File: src/sv/wscc_pkg.sv
// Shared types, codes and cost table for the wait-state cycle counter.
`default_nettype none

package wscc_pkg;

  localparam int unsigned AddrW  = 28;
  localparam int unsigned SizeW  = 2;
  localparam int unsigned CountW = 6;
  localparam int unsigned CfgIdxW  = 3;
  localparam int unsigned CfgDataW = 4;

  typedef enum logic [SizeW-1:0] {
    SizeByte = 2'd0,
    SizeHalf = 2'd1,
    SizeWord = 2'd2,
    SizeRsvd = 2'd3
  } size_e;

  typedef enum logic [CfgIdxW-1:0] {
    CfgEwramWait = 3'd0,
    CfgNwaitRom0 = 3'd1,
    CfgNwaitRom1 = 3'd2,
    CfgNwaitRom2 = 3'd3,
    CfgNwaitSave = 3'd4,
    CfgSwaitRom0 = 3'd5,
    CfgSwaitRom1 = 3'd6,
    CfgSwaitRom2 = 3'd7
  } cfg_idx_e;

  typedef enum logic [3:0] {
    RegionSys0  = 4'd0,
    RegionSys1  = 4'd1,
    RegionEwram = 4'd2,
    RegionIwram = 4'd3,
    RegionIo    = 4'd4,
    RegionPal   = 4'd5,
    RegionVram  = 4'd6,
    RegionOam   = 4'd7,
    RegionRom0a = 4'd8,
    RegionRom0b = 4'd9,
    RegionRom1a = 4'd10,
    RegionRom1b = 4'd11,
    RegionRom2a = 4'd12,
    RegionRom2b = 4'd13,
    RegionSavea = 4'd14,
    RegionSaveb = 4'd15
  } region_e;

  typedef enum logic [1:0] {
    WinRom0 = 2'd0,
    WinRom1 = 2'd1,
    WinRom2 = 2'd2,
    WinSave = 2'd3
  } win_e;

  localparam logic [3:0] EwramWaitRst = 4'd13;

  typedef struct packed {
    logic [3:0] ewram_wait;
    logic [1:0] nwait_rom0;
    logic [1:0] nwait_rom1;
    logic [1:0] nwait_rom2;
    logic [1:0] nwait_save;
    logic       swait_rom0;
    logic       swait_rom1;
    logic       swait_rom2;
  } cfg_t;

  function automatic logic [3:0] n_cost(input logic [1:0] code);
    logic [3:0] c;
    case (code)
      2'd0:    c = 4'd5;
      2'd1:    c = 4'd4;
      2'd2:    c = 4'd3;
      default: c = 4'd9;
    endcase
    return c;
  endfunction

endpackage

`default_nettype wire

File: src/sv/wscc_cfg.sv
// Configuration register file for the wait-state settings.
`default_nettype none

module wscc_cfg
  import wscc_pkg::*;
(
  input  wire logic                clk_i,
  input  wire logic                rst_ni,
  input  wire logic                cfg_we_i,
  input  wire logic [CfgIdxW-1:0]  cfg_index_i,
  input  wire logic [CfgDataW-1:0] cfg_data_i,
  output cfg_t                     cfg_o
);

  cfg_t cfg_q;

  always_ff @(posedge clk_i or negedge rst_ni) begin
    if (!rst_ni) begin
      cfg_q            <= '0;
      cfg_q.ewram_wait <= EwramWaitRst;
    end else if (cfg_we_i) begin
      case (cfg_idx_e'(cfg_index_i))
        CfgEwramWait: cfg_q.ewram_wait <= cfg_data_i;
        CfgNwaitRom0: cfg_q.nwait_rom0 <= cfg_data_i[1:0];
        CfgNwaitRom1: cfg_q.nwait_rom1 <= cfg_data_i[1:0];
        CfgNwaitRom2: cfg_q.nwait_rom2 <= cfg_data_i[1:0];
        CfgNwaitSave: cfg_q.nwait_save <= cfg_data_i[1:0];
        CfgSwaitRom0: cfg_q.swait_rom0 <= cfg_data_i[0];
        CfgSwaitRom1: cfg_q.swait_rom1 <= cfg_data_i[0];
        CfgSwaitRom2: cfg_q.swait_rom2 <= cfg_data_i[0];
        default:      cfg_q            <= cfg_q;
      endcase
    end
  end

  assign cfg_o = cfg_q;

endmodule

`default_nettype wire

File: src/sv/wscc_cost.sv
// Cycle cost decode of one bus access from region, window and settings.
`default_nettype none

module wscc_cost
  import wscc_pkg::*;
(
  input  wire logic [AddrW-1:0]  address_i,
  input  wire logic [SizeW-1:0]  access_size_i,
  input  wire logic              is_sequential_i,
  input  wire cfg_t              cfg_i,
  output logic [CountW-1:0]      cycle_count_o
);

  logic        word;
  logic        seq_eff;
  logic [4:0]  ew_cost;
  logic [3:0]  n_c;
  logic [3:0]  s_c;
  logic [3:0]  base;
  logic [CountW-1:0] cart;

  assign word    = (size_e'(access_size_i) == SizeWord);
  assign seq_eff = is_sequential_i && (address_i[16:1] != 16'd0);
  assign ew_cost = 5'd16 - {1'b0, cfg_i.ewram_wait};

  always_comb begin
    case (win_e'(address_i[26:25]))
      WinRom0: begin
        n_c = n_cost(cfg_i.nwait_rom0);
        s_c = cfg_i.swait_rom0 ? 4'd2 : 4'd3;
      end
      WinRom1: begin
        n_c = n_cost(cfg_i.nwait_rom1);
        s_c = cfg_i.swait_rom1 ? 4'd2 : 4'd5;
      end
      WinRom2: begin
        n_c = n_cost(cfg_i.nwait_rom2);
        s_c = cfg_i.swait_rom2 ? 4'd2 : 4'd9;
      end
      default: begin
        n_c = n_cost(cfg_i.nwait_save);
        s_c = n_c;
      end
    endcase
  end

  assign base = seq_eff ? s_c : n_c;
  assign cart = {2'b00, base} + (word ? {2'b00, s_c} : 6'd0);

  always_comb begin
    case (region_e'(address_i[27:24]))
      RegionSys0, RegionSys1, RegionIwram, RegionIo, RegionOam:
        cycle_count_o = 6'd1;
      RegionEwram:
        cycle_count_o = word ? {ew_cost, 1'b0} : {1'b0, ew_cost};
      RegionPal, RegionVram:
        cycle_count_o = word ? 6'd2 : 6'd1;
      default:
        cycle_count_o = cart;
    endcase
  end

endmodule

`default_nettype wire

File: src/sv/wait_state_cycle_count.sv
// Top level: input register, cost decode and result register of the wait-state counter.
//
//  channel | signals                                        | direction
//  --------+------------------------------------------------+----------
//  in      | in_valid_i/in_ready_o, address_i, access_size_i, | to block
//          | is_sequential_i                                |
//  out     | out_valid_o/out_ready_i, cycle_count_o          | from block
//  cfg     | cfg_we_i, cfg_index_i, cfg_data_i               | to block
//
// One transfer per cycle sustained while out_ready_i is held high.
// The cost decode sits between the input register and the result register.
// Reset clears both valid flags and loads the register reset values.
// A stalled result holds; the input register still takes a transfer if the
// result register drains in the same cycle.
`default_nettype none

module wait_state_cycle_count
  import wscc_pkg::*;
(
  input  wire logic                clk_i,
  input  wire logic                rst_ni,
  input  wire logic                in_valid_i,
  output logic                     in_ready_o,
  input  wire logic [AddrW-1:0]    address_i,
  input  wire logic [SizeW-1:0]    access_size_i,
  input  wire logic                is_sequential_i,
  output logic                     out_valid_o,
  input  wire logic                out_ready_i,
  output logic [CountW-1:0]        cycle_count_o,
  input  wire logic                cfg_we_i,
  input  wire logic [CfgIdxW-1:0]  cfg_index_i,
  input  wire logic [CfgDataW-1:0] cfg_data_i
);

  cfg_t              cfg;
  logic              a_valid_q;
  logic [AddrW-1:0]  addr_q;
  logic [SizeW-1:0]  size_q;
  logic              seq_q;
  logic              b_valid_q;
  logic [CountW-1:0] count_q;
  logic [CountW-1:0] count_d;
  logic              b_ready;
  logic              a_adv;
  logic              in_xfer;

  wscc_cfg u_cfg (
    .clk_i       (clk_i),
    .rst_ni      (rst_ni),
    .cfg_we_i    (cfg_we_i),
    .cfg_index_i (cfg_index_i),
    .cfg_data_i  (cfg_data_i),
    .cfg_o       (cfg)
  );

  wscc_cost u_cost (
    .address_i       (addr_q),
    .access_size_i   (size_q),
    .is_sequential_i (seq_q),
    .cfg_i           (cfg),
    .cycle_count_o   (count_d)
  );

  assign b_ready    = !b_valid_q || out_ready_i;
  assign a_adv      = a_valid_q && b_ready;
  assign in_ready_o = !a_valid_q || b_ready;
  assign in_xfer    = in_valid_i && in_ready_o;

  always_ff @(posedge clk_i or negedge rst_ni) begin
    if (!rst_ni) begin
      a_valid_q <= 1'b0;
      b_valid_q <= 1'b0;
    end else begin
      if (in_ready_o) begin
        a_valid_q <= in_valid_i;
      end
      if (b_ready) begin
        b_valid_q <= a_valid_q;
      end
    end
  end

  always_ff @(posedge clk_i) begin
    if (in_xfer) begin
      addr_q <= address_i;
      size_q <= access_size_i;
      seq_q  <= is_sequential_i;
    end
    if (a_adv) begin
      count_q <= count_d;
    end
  end

  assign out_valid_o   = b_valid_q;
  assign cycle_count_o = count_q;

  a_adv_loads: assert property (@(posedge clk_i) disable iff (!rst_ni)
    a_adv |=> b_valid_q && (count_q == $past(count_d)))
    else $error("result register missed a decoded cost");

  count_range: assert property (@(posedge clk_i) disable iff (!rst_ni)
    out_valid_o |-> (cycle_count_o != 6'd0) && (cycle_count_o <= 6'd32))
    else $error("cycle count out of range");

  stall_only_full: assert property (@(posedge clk_i) disable iff (!rst_ni)
    !in_ready_o |-> a_valid_q && b_valid_q && !out_ready_i)
    else $error("input stalled with room in the pipeline");

  hold_input: assert property (@(posedge clk_i) disable iff (!rst_ni)
    a_valid_q && !a_adv |=> a_valid_q && $stable(addr_q) && $stable(size_q))
    else $error("pending input item lost");

endmodule

`default_nettype wire
File: config.mk
export PLATFORM = sky130hd
export DESIGN_NAME = wait_state_cycle_count
export DESIGN_NICKNAME = d
export VERILOG_FILES = /design/src/sv/wscc_pkg.sv /design/src/sv/wscc_cfg.sv /design/src/sv/wscc_cost.sv /design/src/sv/wait_state_cycle_count.sv
export SDC_FILE = /design/constraint.sdc
export NUM_CORES = 1
export LEC_CHECK = 0
export ABC_AREA = 1
export BUFFER_PORTS_ARGS = -buffer_cell sky130_fd_sc_hd__buf_4
export CAP_MARGIN = 20
export CORE_ASPECT_RATIO = 0.8
export CORE_UTILIZATION = 59
export DETAILED_ROUTE_END_ITERATION = 8
export PLACE_DENSITY_LB_ADDON = 0.1
export SLEW_MARGIN = 20
export SYNTH_ARGS = -nofsm -noshare
export SYNTH_HDL_FRONTEND = slang
export SYNTH_HIERARCHICAL = 1
export SYNTH_SLANG_ARGS = --single-unit
File: constraint.sdc
create_clock -name clk_i -period 4.75 [get_ports clk_i]
set_clock_uncertainty 0.2 [all_clocks]
set_input_delay 0.475 -clock clk_i [delete_from_list [all_inputs] [get_ports clk_i]]
set_output_delay 0.475 -clock clk_i [all_outputs]
set_load 0.01 [all_outputs]
Word level (Yosys, flattened, before mapping)

Index checks and enable logic that the tools add are counted.

Add/sub/neg operators: 2
Equality and inequality tests: 25
Mux-type cells: 14
Reduce and logical (&&, ||, !) cells: 25

Operators with widths:

| kind                                                               | number |
|---|---|
| 4-bit one-hot mux with 3 select lines                              | 6 |
| 6-bit one-hot mux with 3 select lines                              | 1 |
| 4-bit by 3-bit == test with 1-bit output (second input constant)   | 4 |
| 2-bit AND reduction                                                | 8 |
| 16-bit nonzero test                                                | 1 |
| 2-bit == test (second input constant)                              | 6 |
| 3-bit == test (second input constant)                              | 4 |
| 4-bit two-way mux                                                  | 3 |
| 2-bit by 1-bit == test with 1-bit output (second input constant)   | 5 |
| 2-bit logical NOT                                                  | 5 |
| 4-bit by 2-bit == test with 1-bit output (second input constant)   | 2 |
| 4-bit by 6-bit adder with 6-bit output                             | 1 |
| 3-bit by 2-bit == test with 1-bit output (second input constant)   | 2 |
| 6-bit two-way mux                                                  | 1 |
| 5-bit OR reduction                                                 | 1 |
| 5-bit by 4-bit subtractor with 5-bit output (first input constant) | 1 |
| 4-bit by 1-bit == test with 1-bit output (second input constant)   | 1 |
| 4-bit logical NOT                                                  | 1 |
| 3-bit by 1-bit == test with 1-bit output (second input constant)   | 1 |
| 1-bit logical AND                                                  | 3 |
| 3-bit logical NOT                                                  | 1 |
| 3-bit two-way mux                                                  | 1 |
| 1-bit logical NOT                                                  | 2 |
| 1-bit logical OR                                                   | 2 |
| other kinds (3)                                                    | 3 |

Flip-flop bits (word level): 54
Input bits: 43
Output and inout bits: 8

Logic depth before layout (Yosys ltp)

Depth after elaboration: 6
Mapped depth: 14
Mapped depth without buffers: 14

Cells and area by module

Netlist, hierarchy kept.

Modules (own cells, without submodules):

| module                 | instances | cells each | area each (um^2) | seq. area each (um^2) |
|---|---|---|---|---|
| wait_state_cycle_count | 1         | 49         | 1206.2           | 1161.1 |
| wscc_cost              | 1         | 153        | 718.2            | 0.0 |
| wscc_cfg               | 1         | 83         | 670.6            | 379.1 |

Worst setup path before layout

No wires, ideal clock.

Path kind: reg2reg
From: register addr_q[26]
To: register count_q[4] (netlist: cycle_count_o[4]), data pin
Setup time: 0.256 ns
Arrival time: 1.927 ns
Data required time: 4.294 ns
Slack: 2.367 ns
Stages on the path, launching flop included: 13
Clock period less this slack: 2.383 ns
Path through: edfxtp_1 > nand2_1 > nand2_1 > nor2_2 > nor2_1 > nand2_1 > nand2_1 > ha_1 > fa_1 > nand2_1 > a21boi_0 > o21ai_0 > nand2_1

Longest elaborated chain between the ends: 5
Elaborated cells between the ends (all ways): 19
Classes of those cells: 1 x add/sub; 9 x eq/ne; 5 x mux; 4 x reduce/logical

Ends and longest elaborated chain:

| item                                    | line                             | RTL |
|---|---|---|
| from (decl)                             | wait_state_cycle_count.sv:37     | `logic [AddrW-1:0] addr_q;` |
| from (signal assigned)                  | wait_state_cycle_count.sv:85     | `addr_q <= address_i;` |
| 2-bit == test (tied with other cells)   | wscc_cost.sv:27                  | `case (win_e'(address_i[26:25]))` |
| 4-bit one-hot mux with 3 select lines   | wscc_cost.sv:27                  |  |
| 4-bit two-way mux (on tied branches)    | wscc_cost.sv:47, wscc_cost.sv:48 |  |
| 4-bit by 6-bit adder with 6-bit output  | wscc_cost.sv:48                  | `assign cart = {2'b00, base} + (word ? {2'b00, s_c} : 6'd0);` |
| 6-bit one-hot mux with 3 select lines * | wscc_cost.sv:51                  | `case (region_e'(address_i[27:24]))` |
| named net count_d[4]                    | wait_state_cycle_count.sv:42     | `logic [CountW-1:0] count_d;` |
| to (signal assigned)                    | wait_state_cycle_count.sv:90     | `count_q <= count_d;` |
| to (decl)                               | wait_state_cycle_count.sv:41     | `logic [CountW-1:0] count_q;` |

The timed path passes the listed nets; every way through them passes the cells marked *.
A chain may end at the register's enable or synchronous reset.

Worst setup path in the final report

Ends and elaborated chain as after synthesis.

==> reports/summary.md <==
The flow ran to the end, and the final reports show no timing, DRC or antenna violations. Setup repair after global routing left no endpoint under its margin. The tools report the area of all placed cells without fillers as 0.002846 sq mm. The minimum clock period after layout was 2.670 ns; the leakage power was 1.348 nW. The number of cells on the worst reg-to-reg path is 14.

The total area inside the core boundary comes to 0.003804 sq mm. In this run the vertical extent of the chip is 58.51 um. The placer's final routability congestion estimate was 0.8242. The tools report the category of the worst setup path capture point as a register.

In the final routing, the length of wire on met1 measures 1898 um. The die footprint came out at 0.004249 sq mm. For the multi-input logic area, the log shows 910.9 sq um. In this run the deepest clock path goes through 2 buffers. The count of unresolved DRC violations after routing was 0; the starting density of the core was 0.6191. At the placement stage, the worst setup path has a slack of 2.119 ns.

Synthesis produced a netlist with a net count of 326. The routed design uses 190 um of met3 wire. For the estimated wirelength of the detail-placed design, the log shows 3308 um. Type of the setup path with the least slack: reg -> reg. The slack of the critical path was 2.080 ns. The number of standard cells in the layout, taps in and fillers out is 380, and the total length of routed met2 wires is 2157 um. The startpoint kind of the worst setup timing path is a register.

The wire length of the first global-routing pass was 7196 um. The number of placed instances, taps included, is 371. After clock tree synthesis, the clock-pin slew on the worst setup and hold paths is 0.09 ns.

In this design, the critical path's most frequently occurring cell is sky130_fd_sc_hd__nand2_1. The floorplan has 20 rows. The count of port buffers added during placement came out at 42. The total congestion overflow was 0; the setup TNS was 0 ns.

After technology mapping, the gate count stands at 277. The layout overhead on the synthesized area is 20.88%, and the TritonCTS sink count is 46. STA puts the critical path data arrival time at 2.53 ns.

Entering global routing, the biggest net connects 24 pins. In this run the remaining antenna-violating nets after routing total 0. The tools report the combined flip-flop and latch cell area as 0.001300 sq mm.

The logs give 4320 um for the aggregate routed wire length and 2 for the depth of the CTS H-tree. The worst register-to-register path ends at cycle_count_o[4]. In this run the worst setup path begins at addr_q[26]. The number of antenna violations at the first check in global routing is 0, and the mean number of vias per cell is 5.047.

The repair_antennas step left the layout with diodes totalling 0. Once placement finished, the instance area stood at 0.002723 sq mm. The slowest library cell on the worst path is sky130_fd_sc_hd__edfxtp_1. The count of final setup violators is 0, and the transition time at the pin with the least slew margin is 0.8304 ns. Walking the worst path, the cells encountered are inv_2, nor2_1, nand2_1, nand2_2, nor2_2, nor2_1, nand2_1, nand2_1, ha_1, fa_1, nand2_1, a21boi_0, o21ai_0, nand2_1. The die is 72.63 um wide.

The cell area that synthesis handed to floorplanning was 0.002355 sq mm. For the quantity of gates resized following cts, the log shows 0. The cell sitting at the root of the clock tree is a sky130_fd_sc_hd__clkbuf_8. The detailed router finished its first iteration with 126 violations. The worst-case headroom to the max-slew limit is 0.4458. The worst endpoint required time is 4.61 ns, and the layout cell share with drive strength beyond 1 is 0.2092. The slack of the worst reg-to-reg path is 2.08 ns. The clock latency at the later pin of the worst-skew pair was 0.30 ns. The number of hold-slack violations in the final timing report is 0.

Pin placement for this block handled 51 I/O pins. The first detailed-routing pass took 4 iterations. The final worst-path cycle share works out to 0.5620. The kind of path behind the tightest hold check was in -> reg.

Highest metal layer with signal wires: met4. The tools report the filler cell count in the final layout as 303. TritonCTS built the clock tree.

The largest single stage delay on the critical path is 0.51 ns. The run gives 6 as the synthesis warning total. The beginning of the worst register-to-register path was addr_q[26]. TritonCTS created 5 clock buffers. After detailed routing, the average wire length per cell comes to 11.37 um.

The final layout contains 373 nets. For this run, the top clock speed supported by timing is 374.6 MHz. Number of maximum-capacitance constraint violations: 0.

The cell area power density was 343.6 mW/mm^2; the number of hold buffers added after CTS was 1. Of all nets on the critical path, the largest fanout is 7. In this run the worst setup path terminates at cycle_count_o[4]. In this run the mean area of a mapped cell was 8.501 sq um. The peak supply drop was 0.0002338 V. The number of global-route vias before repair is 1713, and the total setup buffers inserted after CTS is 0.

The routed layout has 1918 vias. The overall routing resource usage was 0.2295. Final count of pins violating max slew: 0.
cell usage in the layout, fill, tap and decap left out, types with 3 or more instances in the layout:
master,count
sky130_fd_sc_hd__edfxtp_1,29
sky130_fd_sc_hd__nand3_1,25
sky130_fd_sc_hd__a21oi_1,9
sky130_fd_sc_hd__dfrtp_1,14
sky130_fd_sc_hd__nor2_2,6
sky130_fd_sc_hd__nor2_1,28
sky130_fd_sc_hd__inv_2,3
sky130_fd_sc_hd__nand2_1,97
sky130_fd_sc_hd__o21ai_0,7
sky130_fd_sc_hd__ha_1,5
sky130_fd_sc_hd__clkbuf_8,5
sky130_fd_sc_hd__buf_4,42
sky130_fd_sc_hd__dfstp_2,3
sky130_fd_sc_hd__inv_1,31
sky130_fd_sc_hd__nor3_1,3
metrics by stage:
step	hold WS, ns	power [mW]	util
3_3_place_gp	0.1513	0.6877	0.7158
6_report	0.1451	0.9781	0.7484
5_1_grt	0.1269	1.029	0.7484
3_5_place_dp	0.1537	0.6956	0.7158
2_1_floorplan	-0.02059	0.6296	-
4_1_cts	0.1379	0.9845	0.7484
state kept, by name, indices dropped and copies added (netlist names):
register / flops
a_valid_q: 1
cycle_count_o: 6
seq_q: 1
size_q: 2
out_valid_o: 1
addr_q: 20
u_cfg/cfg_o: 15
critical path, delay by kind of cell (launching register included):
kind / cells / cell delay, ns
simple gates: 9 / 0.76
fa+ha+maj: 2 / 0.61
flops: 1 / 0.51
compound gates: 2 / 0.23
buf+inv: 1 / 0.13
area by class of cell:
cell class	instances	share of cell area
sequential	46	0.4567
clock inverter	3	0.01582
clock buffer	5	0.02418
tap	55	0.02418
inverter	34	0.04484
multi-input combinational	194	0.3200
timing repair buffer	43	0.1143
where the power goes:
group | internal [mW] | total (mW) | switching, mW
registers | 0.478 | 0.507 | 0.0287
logic | 0.0766 | 0.183 | 0.106
clock network | 0.156 | 0.288 | 0.132
routing by layer:
metal,vias up,global-route usage
li1,983,-
met5,-,0
met3,7,0.05308
met4,0,0.1008
met2,52,0.3939
met1,876,0.2809
how the worst min path moves through the flow:
stage	cells after the start	from	slack [ns]	endpoint
2_1_floorplan	0	rst_ni	-0.02	a_valid_q
3_3_place_gp	1	rst_ni	0.15	out_valid_o
3_5_place_dp	1	rst_ni	0.15	out_valid_o
4_1_cts	1	address_i[12]	0.14	addr_q[12]
5_1_grt	1	address_i[1]	0.13	addr_q[1]
6_report	1	address_i[12]	0.15	addr_q[12]
No activity file was read; power rests on OpenSTA's default activity.
